### config.mk
export PLATFORM = sky130hd
export DESIGN_NAME = best_fit_heap_allocator
export DESIGN_NICKNAME = d
export VERILOG_FILES = /design/src/sv/bfha_pkg.sv /design/src/sv/best_fit_heap_allocator.sv /design/src/sv/bfha_cell.sv
export SDC_FILE = /design/constraint.sdc
export NUM_CORES = 2
export LEC_CHECK = 0
export BUFFER_PORTS_ARGS = -buffer_cell sky130_fd_sc_hd__buf_2
export CORE_ASPECT_RATIO = 1.1
export CORE_MARGIN = 1.5
export CORE_UTILIZATION = 40
export DETAILED_ROUTE_END_ITERATION = 8
export PLACE_DENSITY = 0.63
export SLEW_MARGIN = 20
export SYNTH_ARGS = -nofsm -noshare
export SYNTH_HDL_FRONTEND = slang
export SYNTH_SLANG_ARGS = --single-unit
### constraint.sdc
create_clock -name clk -period 10.9 [get_ports clk]
set_input_delay 3.27 -clock clk [delete_from_list [all_inputs] [get_ports clk]]
set_output_delay 3.27 -clock clk [all_outputs]
set_load 0.05 [all_outputs]
### src/sv/bfha_pkg.sv
// Package of the best-fit heap allocator: sizes, codes and the block entry type.
// Used by the cell, the top level and the checker; depends on nothing.
`default_nettype none

package bfha_pkg;

  localparam int MAX_SEGMENTS    = 64;
  localparam int HEADER_BYTES    = 12;
  localparam int MIN_SPLIT_SLACK = 16;
  localparam int SEG_W           = $clog2(MAX_SEGMENTS + 1);

  localparam logic [23:0] HDR24      = 24'(HEADER_BYTES);
  localparam logic [23:0] RESET_HEAP = 24'd1048576;
  localparam logic [23:0] MIN_HEAP   = 24'd64;

  localparam logic [1:0] MODE_ALLOC = 2'd0;
  localparam logic [1:0] MODE_FREE  = 2'd1;

  localparam logic [1:0] STATUS_OK      = 2'd0;
  localparam logic [1:0] STATUS_ZERO    = 2'd1;
  localparam logic [1:0] STATUS_NOSPACE = 2'd2;
  localparam logic [1:0] STATUS_IGNORED = 2'd3;

  typedef struct packed {
    logic [23:0] off;
    logic [23:0] len;
    logic        busy;
  } seg_t;

  typedef enum logic [1:0] {
    CS_HOLD,
    CS_NEXT,
    CS_INJ
  } cell_sel_t;

endpackage

`default_nettype wire

### src/sv/best_fit_heap_allocator.sv
// Top level of the best-fit heap allocator: controller, head logic and the cell chain.
// Depends on bfha_pkg and bfha_cell.
//
//  Channel | Ports                                           | Handshake
//  input   | in_mode, in_request_size, in_address            | in_valid / in_ready
//  result  | out_status, out_payload_offset, out_used_bytes, | out_valid / out_ready
//          | out_free_bytes, out_free_block_count,           |
//          | out_peak_free                                   |
//  config  | cfg_wr_data (heap_bytes)                        | cfg_wr_en
//
// The table rotates through a chain of 64 cells past one head stage, one entry a cycle during a pass.
// An item takes one to seven passes over the table; one item at a time.
// Reset and a configuration write set the table to one free block at once, with no sweep.
// A waiting result holds the output register; the next item is still accepted and worked,
// but it waits in the done state until the output register is free.
`default_nettype none

module best_fit_heap_allocator (
  input  wire logic        clk,
  input  wire logic        rst_n,
  input  wire logic        in_valid,
  output logic             in_ready,
  input  wire logic [1:0]  in_mode,
  input  wire logic [23:0] in_request_size,
  input  wire logic [23:0] in_address,
  output logic             out_valid,
  input  wire logic        out_ready,
  output logic [1:0]       out_status,
  output logic [23:0]      out_payload_offset,
  output logic [23:0]      out_used_bytes,
  output logic [23:0]      out_free_bytes,
  output logic [6:0]       out_free_block_count,
  output logic [23:0]      out_peak_free,
  input  wire logic        cfg_wr_en,
  input  wire logic [23:0] cfg_wr_data
);

  localparam int N  = bfha_pkg::MAX_SEGMENTS;
  localparam int SW = bfha_pkg::SEG_W;

  typedef enum logic [6:0] {
    ST_IDLE   = 7'b0000001,
    ST_SEARCH = 7'b0000010,
    ST_COAL   = 7'b0000100,
    ST_GRANT  = 7'b0001000,
    ST_FREE   = 7'b0010000,
    ST_STAT   = 7'b0100000,
    ST_DONE   = 7'b1000000
  } state_t;

  typedef enum logic [2:0] {
    HOP_NONE,
    HOP_ROT,
    HOP_MERGE,
    HOP_INS,
    HOP_INIT
  } hop_t;

  state_t state_r, state_nxt;
  logic [SW-1:0] count_r, count_nxt, proc_r, proc_nxt, best_p_r, best_p_nxt;
  logic [SW-1:0] cnt_r, cnt_nxt;
  logic [23:0] heap_r, heap_nxt, biu_r, biu_nxt;
  logic [24:0] size_r, size_nxt;
  logic [23:0] addr_r, addr_nxt, best_d_r, best_d_nxt, largest_r, largest_nxt;
  logic [23:0] payload_r, payload_nxt;
  logic [1:0]  status_r, status_nxt;
  logic found_r, found_nxt, retried_r, retried_nxt, to_search_r, to_search_nxt;
  logic zdone_r, zdone_nxt, zflag_r, zflag_nxt, hit_r, hit_nxt;
  logic out_valid_r, out_valid_nxt;
  logic [1:0]  out_status_r;
  logic [23:0] out_payload_r, out_used_r, out_free_r, out_largest_r;
  logic [6:0]  out_cnt_r;
  logic        out_load;

  bfha_pkg::seg_t            cell_q   [N];
  bfha_pkg::seg_t            cell_nbr [N];
  bfha_pkg::seg_t            cell_inj [N];
  bfha_pkg::cell_sel_t       cell_sel [N];
  bfha_pkg::seg_t            head, nxt_e, head_inj, tail_inj;
  hop_t                      op;

  logic          pass_end, fits, can_merge, split, enter_stat;
  logic [SW-1:0] proc_p1, count_m1;
  logic [24:0]   diff;
  logic [25:0]   need;
  logic [24:0]   rel_sub, tag;
  logic [23:0]   init_heap;

  assign head     = cell_q[0];
  assign nxt_e    = cell_q[1];
  assign pass_end = (proc_r == count_r);
  assign proc_p1  = proc_r + SW'(1);
  assign count_m1 = count_r - SW'(1);
  assign fits     = !head.busy && ({1'b0, head.len} >= size_r);
  assign diff     = {1'b0, head.len} - size_r;
  assign can_merge = !head.busy && !nxt_e.busy && (proc_p1 < count_r);
  assign need     = {1'b0, size_r} + 26'(bfha_pkg::HEADER_BYTES + bfha_pkg::MIN_SPLIT_SLACK);
  assign split    = ({2'b0, head.len} >= need) && (count_r < SW'(N));
  assign rel_sub  = {1'b0, head.len} + {1'b0, bfha_pkg::HDR24};
  assign tag      = {1'b0, head.off} + {1'b0, bfha_pkg::HDR24};
  assign in_ready = (state_r == ST_IDLE);
  assign out_load = (state_r == ST_DONE) && (!out_valid_r || out_ready);

  always_comb begin
    if (!rst_n) begin
      init_heap = bfha_pkg::RESET_HEAP;
    end else if (cfg_wr_data < bfha_pkg::MIN_HEAP) begin
      init_heap = bfha_pkg::MIN_HEAP;
    end else begin
      init_heap = cfg_wr_data;
    end
  end

  always_comb begin
    state_nxt     = state_r;
    count_nxt     = count_r;
    proc_nxt      = proc_r;
    best_p_nxt    = best_p_r;
    best_d_nxt    = best_d_r;
    cnt_nxt       = cnt_r;
    largest_nxt   = largest_r;
    heap_nxt      = heap_r;
    biu_nxt       = biu_r;
    size_nxt      = size_r;
    addr_nxt      = addr_r;
    payload_nxt   = payload_r;
    status_nxt    = status_r;
    found_nxt     = found_r;
    retried_nxt   = retried_r;
    to_search_nxt = to_search_r;
    zdone_nxt     = zdone_r;
    zflag_nxt     = zflag_r;
    hit_nxt       = hit_r;
    op            = HOP_NONE;
    head_inj      = head;
    tail_inj      = head;
    enter_stat    = 1'b0;

    unique case (state_r)
      ST_IDLE: begin
        if (in_valid) begin
          proc_nxt      = '0;
          status_nxt    = bfha_pkg::STATUS_OK;
          payload_nxt   = '0;
          found_nxt     = 1'b0;
          retried_nxt   = 1'b0;
          to_search_nxt = 1'b0;
          zdone_nxt     = 1'b0;
          hit_nxt       = 1'b0;
          size_nxt      = ({1'b0, in_request_size} + 25'd3) & ~25'd3;
          addr_nxt      = in_address;
          if (in_mode == bfha_pkg::MODE_ALLOC) begin
            if (in_request_size == '0) begin
              status_nxt = bfha_pkg::STATUS_ZERO;
              enter_stat = 1'b1;
            end else begin
              state_nxt = ST_SEARCH;
            end
          end else if (in_mode == bfha_pkg::MODE_FREE) begin
            if (in_address < heap_r) begin
              state_nxt = ST_FREE;
            end else begin
              status_nxt = bfha_pkg::STATUS_IGNORED;
              enter_stat = 1'b1;
            end
          end else begin
            state_nxt = ST_COAL;
          end
        end
      end
      ST_SEARCH: begin
        if (pass_end) begin
          proc_nxt = '0;
          if (found_r) begin
            state_nxt = ST_GRANT;
          end else if (!retried_r) begin
            retried_nxt   = 1'b1;
            to_search_nxt = 1'b1;
            state_nxt     = ST_COAL;
          end else begin
            status_nxt = bfha_pkg::STATUS_NOSPACE;
            enter_stat = 1'b1;
          end
        end else begin
          op       = HOP_ROT;
          proc_nxt = proc_p1;
          if (fits && (!found_r || diff[23:0] < best_d_r)) begin
            found_nxt  = 1'b1;
            best_p_nxt = proc_r;
            best_d_nxt = diff[23:0];
          end
        end
      end
      ST_COAL: begin
        if (pass_end) begin
          proc_nxt = '0;
          if (to_search_r) begin
            to_search_nxt = 1'b0;
            state_nxt     = ST_SEARCH;
          end else begin
            enter_stat = 1'b1;
          end
        end else if (can_merge) begin
          op           = HOP_MERGE;
          head_inj.len = head.len + bfha_pkg::HDR24 + nxt_e.len;
          count_nxt    = count_m1;
        end else begin
          op       = HOP_ROT;
          proc_nxt = proc_p1;
        end
      end
      ST_GRANT: begin
        if (pass_end) begin
          proc_nxt   = '0;
          enter_stat = 1'b1;
        end else begin
          proc_nxt = proc_p1;
          if (proc_r == best_p_r) begin
            payload_nxt = tag[23:0];
            if (split) begin
              op            = HOP_INS;
              tail_inj.len  = size_r[23:0];
              tail_inj.busy = 1'b1;
              head_inj.off  = head.off + bfha_pkg::HDR24 + size_r[23:0];
              head_inj.len  = head.len - size_r[23:0] - bfha_pkg::HDR24;
              head_inj.busy = 1'b0;
              count_nxt     = count_r + SW'(1);
              biu_nxt       = biu_r + size_r[23:0] + bfha_pkg::HDR24;
            end else begin
              op            = HOP_ROT;
              tail_inj.busy = 1'b1;
              biu_nxt       = biu_r + head.len + bfha_pkg::HDR24;
            end
          end else begin
            op = HOP_ROT;
          end
        end
      end
      ST_FREE: begin
        if (pass_end) begin
          proc_nxt = '0;
          if (hit_r) begin
            state_nxt = ST_COAL;
          end else begin
            status_nxt = bfha_pkg::STATUS_IGNORED;
            enter_stat = 1'b1;
          end
        end else begin
          op       = HOP_ROT;
          proc_nxt = proc_p1;
          if (!hit_r && head.busy && (tag == {1'b0, addr_r})) begin
            hit_nxt       = 1'b1;
            tail_inj.busy = 1'b0;
            biu_nxt       = (rel_sub <= {1'b0, biu_r}) ? (biu_r - rel_sub[23:0]) : '0;
          end
        end
      end
      ST_STAT: begin
        if (pass_end) begin
          proc_nxt = '0;
          if (zflag_r && !zdone_r) begin
            zdone_nxt = 1'b1;
            state_nxt = ST_COAL;
          end else begin
            state_nxt = ST_DONE;
          end
        end else begin
          op       = HOP_ROT;
          proc_nxt = proc_p1;
          if (!head.busy) begin
            cnt_nxt = cnt_r + SW'(1);
            if (head.len > largest_r) begin
              largest_nxt = head.len;
            end
            if (head.len == '0 && proc_p1 < count_r) begin
              zflag_nxt = 1'b1;
            end
          end
        end
      end
      ST_DONE: begin
        if (out_load) begin
          state_nxt = ST_IDLE;
        end
      end
      default: begin
        state_nxt = ST_IDLE;
      end
    endcase

    if (enter_stat) begin
      state_nxt   = ST_STAT;
      cnt_nxt     = '0;
      largest_nxt = '0;
      zflag_nxt   = 1'b0;
    end

    if (!rst_n || cfg_wr_en) begin
      op            = HOP_INIT;
      head_inj.off  = '0;
      head_inj.len  = init_heap - bfha_pkg::HDR24;
      head_inj.busy = 1'b0;
      heap_nxt      = init_heap;
      count_nxt     = SW'(1);
      biu_nxt       = '0;
    end
  end

  for (genvar k = 0; k < N; k++) begin : g_chain
    if (k == N - 1) begin : g_end
      assign cell_nbr[k] = '0;
    end else begin : g_mid
      assign cell_nbr[k] = cell_q[k+1];
    end

    always_comb begin
      if (k == 0 && op != HOP_ROT) begin
        cell_inj[k] = head_inj;
      end else begin
        cell_inj[k] = tail_inj;
      end
      unique case (op)
        HOP_INIT:  cell_sel[k] = (k == 0) ? bfha_pkg::CS_INJ : bfha_pkg::CS_HOLD;
        HOP_ROT:   cell_sel[k] = (SW'(k) == count_m1) ? bfha_pkg::CS_INJ : bfha_pkg::CS_NEXT;
        HOP_MERGE: cell_sel[k] = (k == 0) ? bfha_pkg::CS_INJ : bfha_pkg::CS_NEXT;
        HOP_INS:   cell_sel[k] = (k == 0 || SW'(k) == count_r) ? bfha_pkg::CS_INJ
                                                               : bfha_pkg::CS_HOLD;
        default:   cell_sel[k] = bfha_pkg::CS_HOLD;
      endcase
    end

    bfha_cell u_cell (
      .clk (clk),
      .sel (cell_sel[k]),
      .nbr (cell_nbr[k]),
      .inj (cell_inj[k]),
      .q   (cell_q[k])
    );
  end

  always_comb begin
    out_valid_nxt = out_valid_r;
    if (out_valid_r && out_ready) begin
      out_valid_nxt = 1'b0;
    end
    if (out_load) begin
      out_valid_nxt = 1'b1;
    end
  end

  always_ff @(posedge clk) begin
    if (!rst_n) begin
      state_r     <= ST_IDLE;
      count_r     <= SW'(1);
      proc_r      <= '0;
      heap_r      <= bfha_pkg::RESET_HEAP;
      biu_r       <= '0;
      out_valid_r <= 1'b0;
      found_r     <= 1'b0;
      retried_r   <= 1'b0;
      to_search_r <= 1'b0;
      zdone_r     <= 1'b0;
      zflag_r     <= 1'b0;
      hit_r       <= 1'b0;
    end else begin
      state_r     <= state_nxt;
      count_r     <= count_nxt;
      proc_r      <= proc_nxt;
      heap_r      <= heap_nxt;
      biu_r       <= biu_nxt;
      out_valid_r <= out_valid_nxt;
      found_r     <= found_nxt;
      retried_r   <= retried_nxt;
      to_search_r <= to_search_nxt;
      zdone_r     <= zdone_nxt;
      zflag_r     <= zflag_nxt;
      hit_r       <= hit_nxt;
    end
  end

  always_ff @(posedge clk) begin
    best_p_r  <= best_p_nxt;
    best_d_r  <= best_d_nxt;
    cnt_r     <= cnt_nxt;
    largest_r <= largest_nxt;
    size_r    <= size_nxt;
    addr_r    <= addr_nxt;
    payload_r <= payload_nxt;
    status_r  <= status_nxt;
    if (out_load) begin
      out_status_r  <= status_r;
      out_payload_r <= payload_r;
      out_used_r    <= biu_r;
      out_free_r    <= (heap_r >= biu_r) ? (heap_r - biu_r) : '0;
      out_cnt_r     <= 7'(cnt_r);
      out_largest_r <= largest_r;
    end
  end

  assign out_valid            = out_valid_r;
  assign out_status           = out_status_r;
  assign out_payload_offset   = out_payload_r;
  assign out_used_bytes       = out_used_r;
  assign out_free_bytes       = out_free_r;
  assign out_free_block_count = out_cnt_r;
  assign out_peak_free        = out_largest_r;

endmodule

`default_nettype wire

### src/sv/bfha_cell.sv
// One cell of the block table chain: holds one block entry.
// Loads from its right-hand neighbour, from the injection bus, or holds; uses bfha_pkg.
`default_nettype none

module bfha_cell (
  input  wire logic                 clk,
  input  wire bfha_pkg::cell_sel_t  sel,
  input  wire bfha_pkg::seg_t       nbr,
  input  wire bfha_pkg::seg_t       inj,
  output bfha_pkg::seg_t            q
);

  bfha_pkg::seg_t q_r;
  bfha_pkg::seg_t q_nxt;

  always_comb begin
    unique case (sel)
      bfha_pkg::CS_NEXT: q_nxt = nbr;
      bfha_pkg::CS_INJ:  q_nxt = inj;
      default:           q_nxt = q_r;
    endcase
  end

  always_ff @(posedge clk) begin
    q_r <= q_nxt;
  end

  assign q = q_r;

endmodule

`default_nettype wire

==> impl_metrics.tcl <==
set metrics [dict create \
    ant_nets 0 \
    io_pins 186 \
    cp-startpoint "size_r[2]$_DFFE_PP_" \
    outcome "complete, no violations" \
    portBuffers 185 \
    dp_hpwl_mm 296 \
    dieArea_mm2 0.402 \
    cts_tree "yes" \
    ys_types 85 \
    drtIter0Drc 9894 \
    min_period_over_period_pct 73.6 \
    path_clk_slew_ps 60 \
    cts_buffers 359 \
    drcViolationCount 0 \
    setup_viol_count_final 0 \
    timing.rr.start "size_r[2]$_DFFE_PP_" \
    peakVddDrop_v 0.000135 \
    firstDrtPassIters 8 \
    cts-root-buf "clkbuf_16" \
    grt_start_max_net_pins 72 \
    synth.net_count 12600 \
    drive_above_1_share_pct 23.1 \
    cts_max_level 5 \
    critical_path.endpoint_type "flop" \
    max_slew_margin_pct 18.3 \
    cap_violations 0 \
    path_depth 22 \
    multiInputGateArea_mm2 0.0522 \
    synth-seq-area-share_pct 64.5 \
    synth-main-ff-cell "edfxtp_1" \
    antenna_found_initial 24 \
    syn-mean-instance-area_um2 13.2 \
    critPathMaxFanout 42 \
    r2r_slack_ps 2880 \
    hold_path_startpoint "payload_r[2]$_SDFFCE_PN0P_" \
    holdBufCountCts 0 \
    worstPathCellList "inv_1 -> ha_1 -> nand2b_1 -> nand4_1 -> nor4_1 -> xnor2_1 -> ha_1 -> nand4_1 -> a211oi_1 -> o211a_1 -> a211oi_1 -> a211o_4 -> nand2_1 -> nand2_1 -> buf_4 -> nor3_1 -> buf_4 -> nand3_1 -> o22ai_1 -> ha_2 -> buf_4 -> a21oi_1" \
    min_to "out_payload_offset[2]$_DFFE_PP_" \
    timing.rr.end "g_chain[62].u_cell.q[6]$_DFFE_PP_" \
    grt_overflow_total 0 \
    slowest_stage "ha_2" \
    fin_skew_ps 85.9 \
    grt_pass1_vias 94800 \
    rows 242 \
    syn_inst 12100 \
    leakage_nw 61.0 \
    rsz0062_at_grt "no" \
    seq_area_mm2 0.103 \
    yosys_warnings 0 \
    ctsResizeCount 0 \
    cp-start-kind "flop" \
    crit_buf_inv 4 \
    crit_arrival_ps 8670 \
    viasPerCell 5.62 \
    area_growth_pct 11.3 \
    pwr_density_cell_mw_per_mm2 194 \
    vias 98100 \
    worst-slew-pin-transition_ps 1230 \
    max_freq_mhz 125 \
    cp.required_ps 11550 \
    nFillCells 35300 \
    ys_ff_latch 3452 \
    critical_path_class "flop to flop" \
    clk_latency_ps 960 \
    async_reset_ff_share_pct 0 \
    grt_pass1_wl_mm 661 \
    cts_buffer_depth 4 \
    grtUsageTotal_pct 22.2 \
    fin_nets 12500 \
    wl_per_cell_um 26.2 \
    hold_depth 0 \
    crit_path_frequent_cell "buf_4" \
    synthesis.area_mm2 0.159 \
    start_util_pct 40.2 \
    post-route-min-period_ps 8020 \
    totalWireLength_mm 458 \
    die_height_um 664 \
    cp_slowest_stage_delay_ps 930 \
    rr_worst_depth 22 \
    slew_violations 0 \
    coreArea_mm2 0.395 \
    crit_family "simple AND/OR/NAND/NOR gates" \
    die_x_um 604 \
    post_cts_buffers 0 \
    min_path_type "flop to flop" \
    synth_edf_count 3345 \
    tns_ps 0 \
    clkSinkCount 3452 \
    place_congestion 0.978 \
    post-route-util_pct 44.8 \
    hold_violations 0 \
]
[registers in the layout (all words and copies together), names as in the netlist, 2 cells and up]
register / count
out_used_bytes: 24
heap_r: 24
best_d_r: 24
out_free_block_count: 7
proc_r: 7
size_r: 23
state_r: 7
status_r: 2
out_status: 2
biu_r: 24
out_payload_offset: 24
largest_r: 24
cnt_r: 7
payload_r: 24
out_peak_free: 24
count_r: 7
best_p_r: 7
addr_r: 24
g_chain.u_cell.q: 3136
out_free_bytes: 24
[where the power goes]
group	leakage (nW)	total, mW	internal (mW)	switching, mW
Clock	5.55	12.2	6.88	5.28
Sequential	31.2	16.1	15.6	0.463
Combinational	24.2	6.06	1.77	4.30
[synthesized netlist by cell type (9+ instances only)]
cell type | number | area [um^2]
o211a_1 | 17 | 170
a31oi_1 | 22 | 138
nand3_1 | 87 | 435
edfxtp_1 | 3345 | 100000
o211ai_1 | 22 | 165
nor3_1 | 73 | 365
a21oi_1 | 1638 | 8200
dfxtp_1 | 107 | 2140
a211oi_1 | 50 | 375
nand2_1 | 242 | 908
o21a_1 | 27 | 203
or3_1 | 35 | 219
nand4_1 | 62 | 388
and3_1 | 30 | 188
o22ai_1 | 77 | 482
xor2_1 | 96 | 841
o31ai_1 | 16 | 120
nand2b_1 | 25 | 156
o21bai_1 | 20 | 150
buf_1 | 81 | 304
mux2i_1 | 46 | 460
clkbuf_1 | 857 | 3220
o41ai_1 | 11 | 96.3
o221ai_2 | 9 | 135
nor4_1 | 33 | 206
xnor2_1 | 191 | 1670
o2111ai_1 | 10 | 87.6
or2_2 | 13 | 81.3
o221ai_1 | 11 | 96.3
a211o_1 | 12 | 105
and2_1 | 57 | 357
nor2b_1 | 48 | 300
o21ai_0 | 172 | 861
mux2_2 | 1677 | 18900
ha_1 | 481 | 6020
a21o_1 | 83 | 623
and4_1 | 11 | 96.3
o31a_1 | 10 | 87.6
nor2_1 | 1750 | 6570
inv_1 | 343 | 1290
[final cells by class]
type,instances,area share (%)
antenna,6,0.00848
clock inverter,199,1.14
sequential,3452,57.9
multi-input combinational,7308,29.5
inverter,344,0.745
clock buffer,455,5.34
timing repair buffer,451,1.68
tap,5246,3.71
[logic make-up after synthesis]
group	after synthesis	synth area share, %
muxes	1723	12.2
adders and majority gates	489	3.88
and+or+nand+nor	2510	6.69
AOI/OAI and AO/OA	2297	8.11
DFF	3452	64.5
xor gates and xnor gates	289	1.61
buffers and inverters	1290	3.06
[how the worst max path moves through the flow]
stage / endpoint / slack (ps)
after floorplan: out_free_block_count[0]$_DFFE_PP_ / 2280
after global placement: g_chain[62].u_cell.q[20]$_DFFE_PP_ / 2440
after detailed placement: g_chain[62].u_cell.q[5]$_DFFE_PP_ / 2480
after CTS: g_chain[62].u_cell.q[5]$_DFFE_PP_ / 3120
after global routing: g_chain[62].u_cell.q[6]$_DFFE_PP_ / 2520
final: g_chain[62].u_cell.q[6]$_DFFE_PP_ / 2880
[through the flow]
stage / power [mW] / hold slack [ps] / cell area (um^2) / std cells / setup WS (ps)
final: 34.3 / 418 / 177000 / 17500 / 2880
after global routing: 35.4 / 425 / 177000 / 17500 / 2520
after CTS: 34.4 / 419 / 177000 / 17500 / 3120
after detailed placement: 22.3 / 405 / 166000 / 16800 / 2480
after global placement: 22.3 / 403 / 166000 / 16800 / 2440
after floorplan: 19.7 / 400 / 159000 / 12100 / 2280
[layout by cell type (no fill, tap or decap), drive strengths merged, types with 12 or more instances in the layout]
cell and count:
mux2 1677, xor2 96, o221ai 20, o22ai 77, and3 30, edfxtp 3345, clkinv 161, buf 451
o21a 27, clkbuf 455, nand4 62, mux2i 46, a211oi 50, o21ai 175, o211ai 22, or2 13
nor2 1750, a31oi 22, a21oi 1638, a211o 12, nor2b 48, nor4 34, xnor2 191, nand3 87
inv 342, and2 58, nor3 73, o31ai 16, a21o 84, or3 35, o21bai 20, nand2 242
nand2b 25, o211a 17, ha 481, bufinv 30, dfxtp 107
[layer usage]
metal  wire, um  global-route usage (%)  vias to the layer above  share of wire, %
met3      32700                    3.58                      897               7.2
li1           -                       -                    44100                 -
met4      21900                    9.39                        6               4.8
met2     214000                    36.2                     3789                47
met1     189000                    29.4                    49300                41
met5        131                   0.180                        -             0.029
[worst register-to-register path: cells and delay by family (launching register included)]
family	cells	cell delay, ps
and+or+nand+nor	8	2390
adders and majority gates	3	1630
AOI/OAI and AO/OA	6	1740
xor gates and xnor gates	1	120
buffers and inverters	4	1380
DFF	1	460
Note: power is estimated with default switching activity, not from simulation.
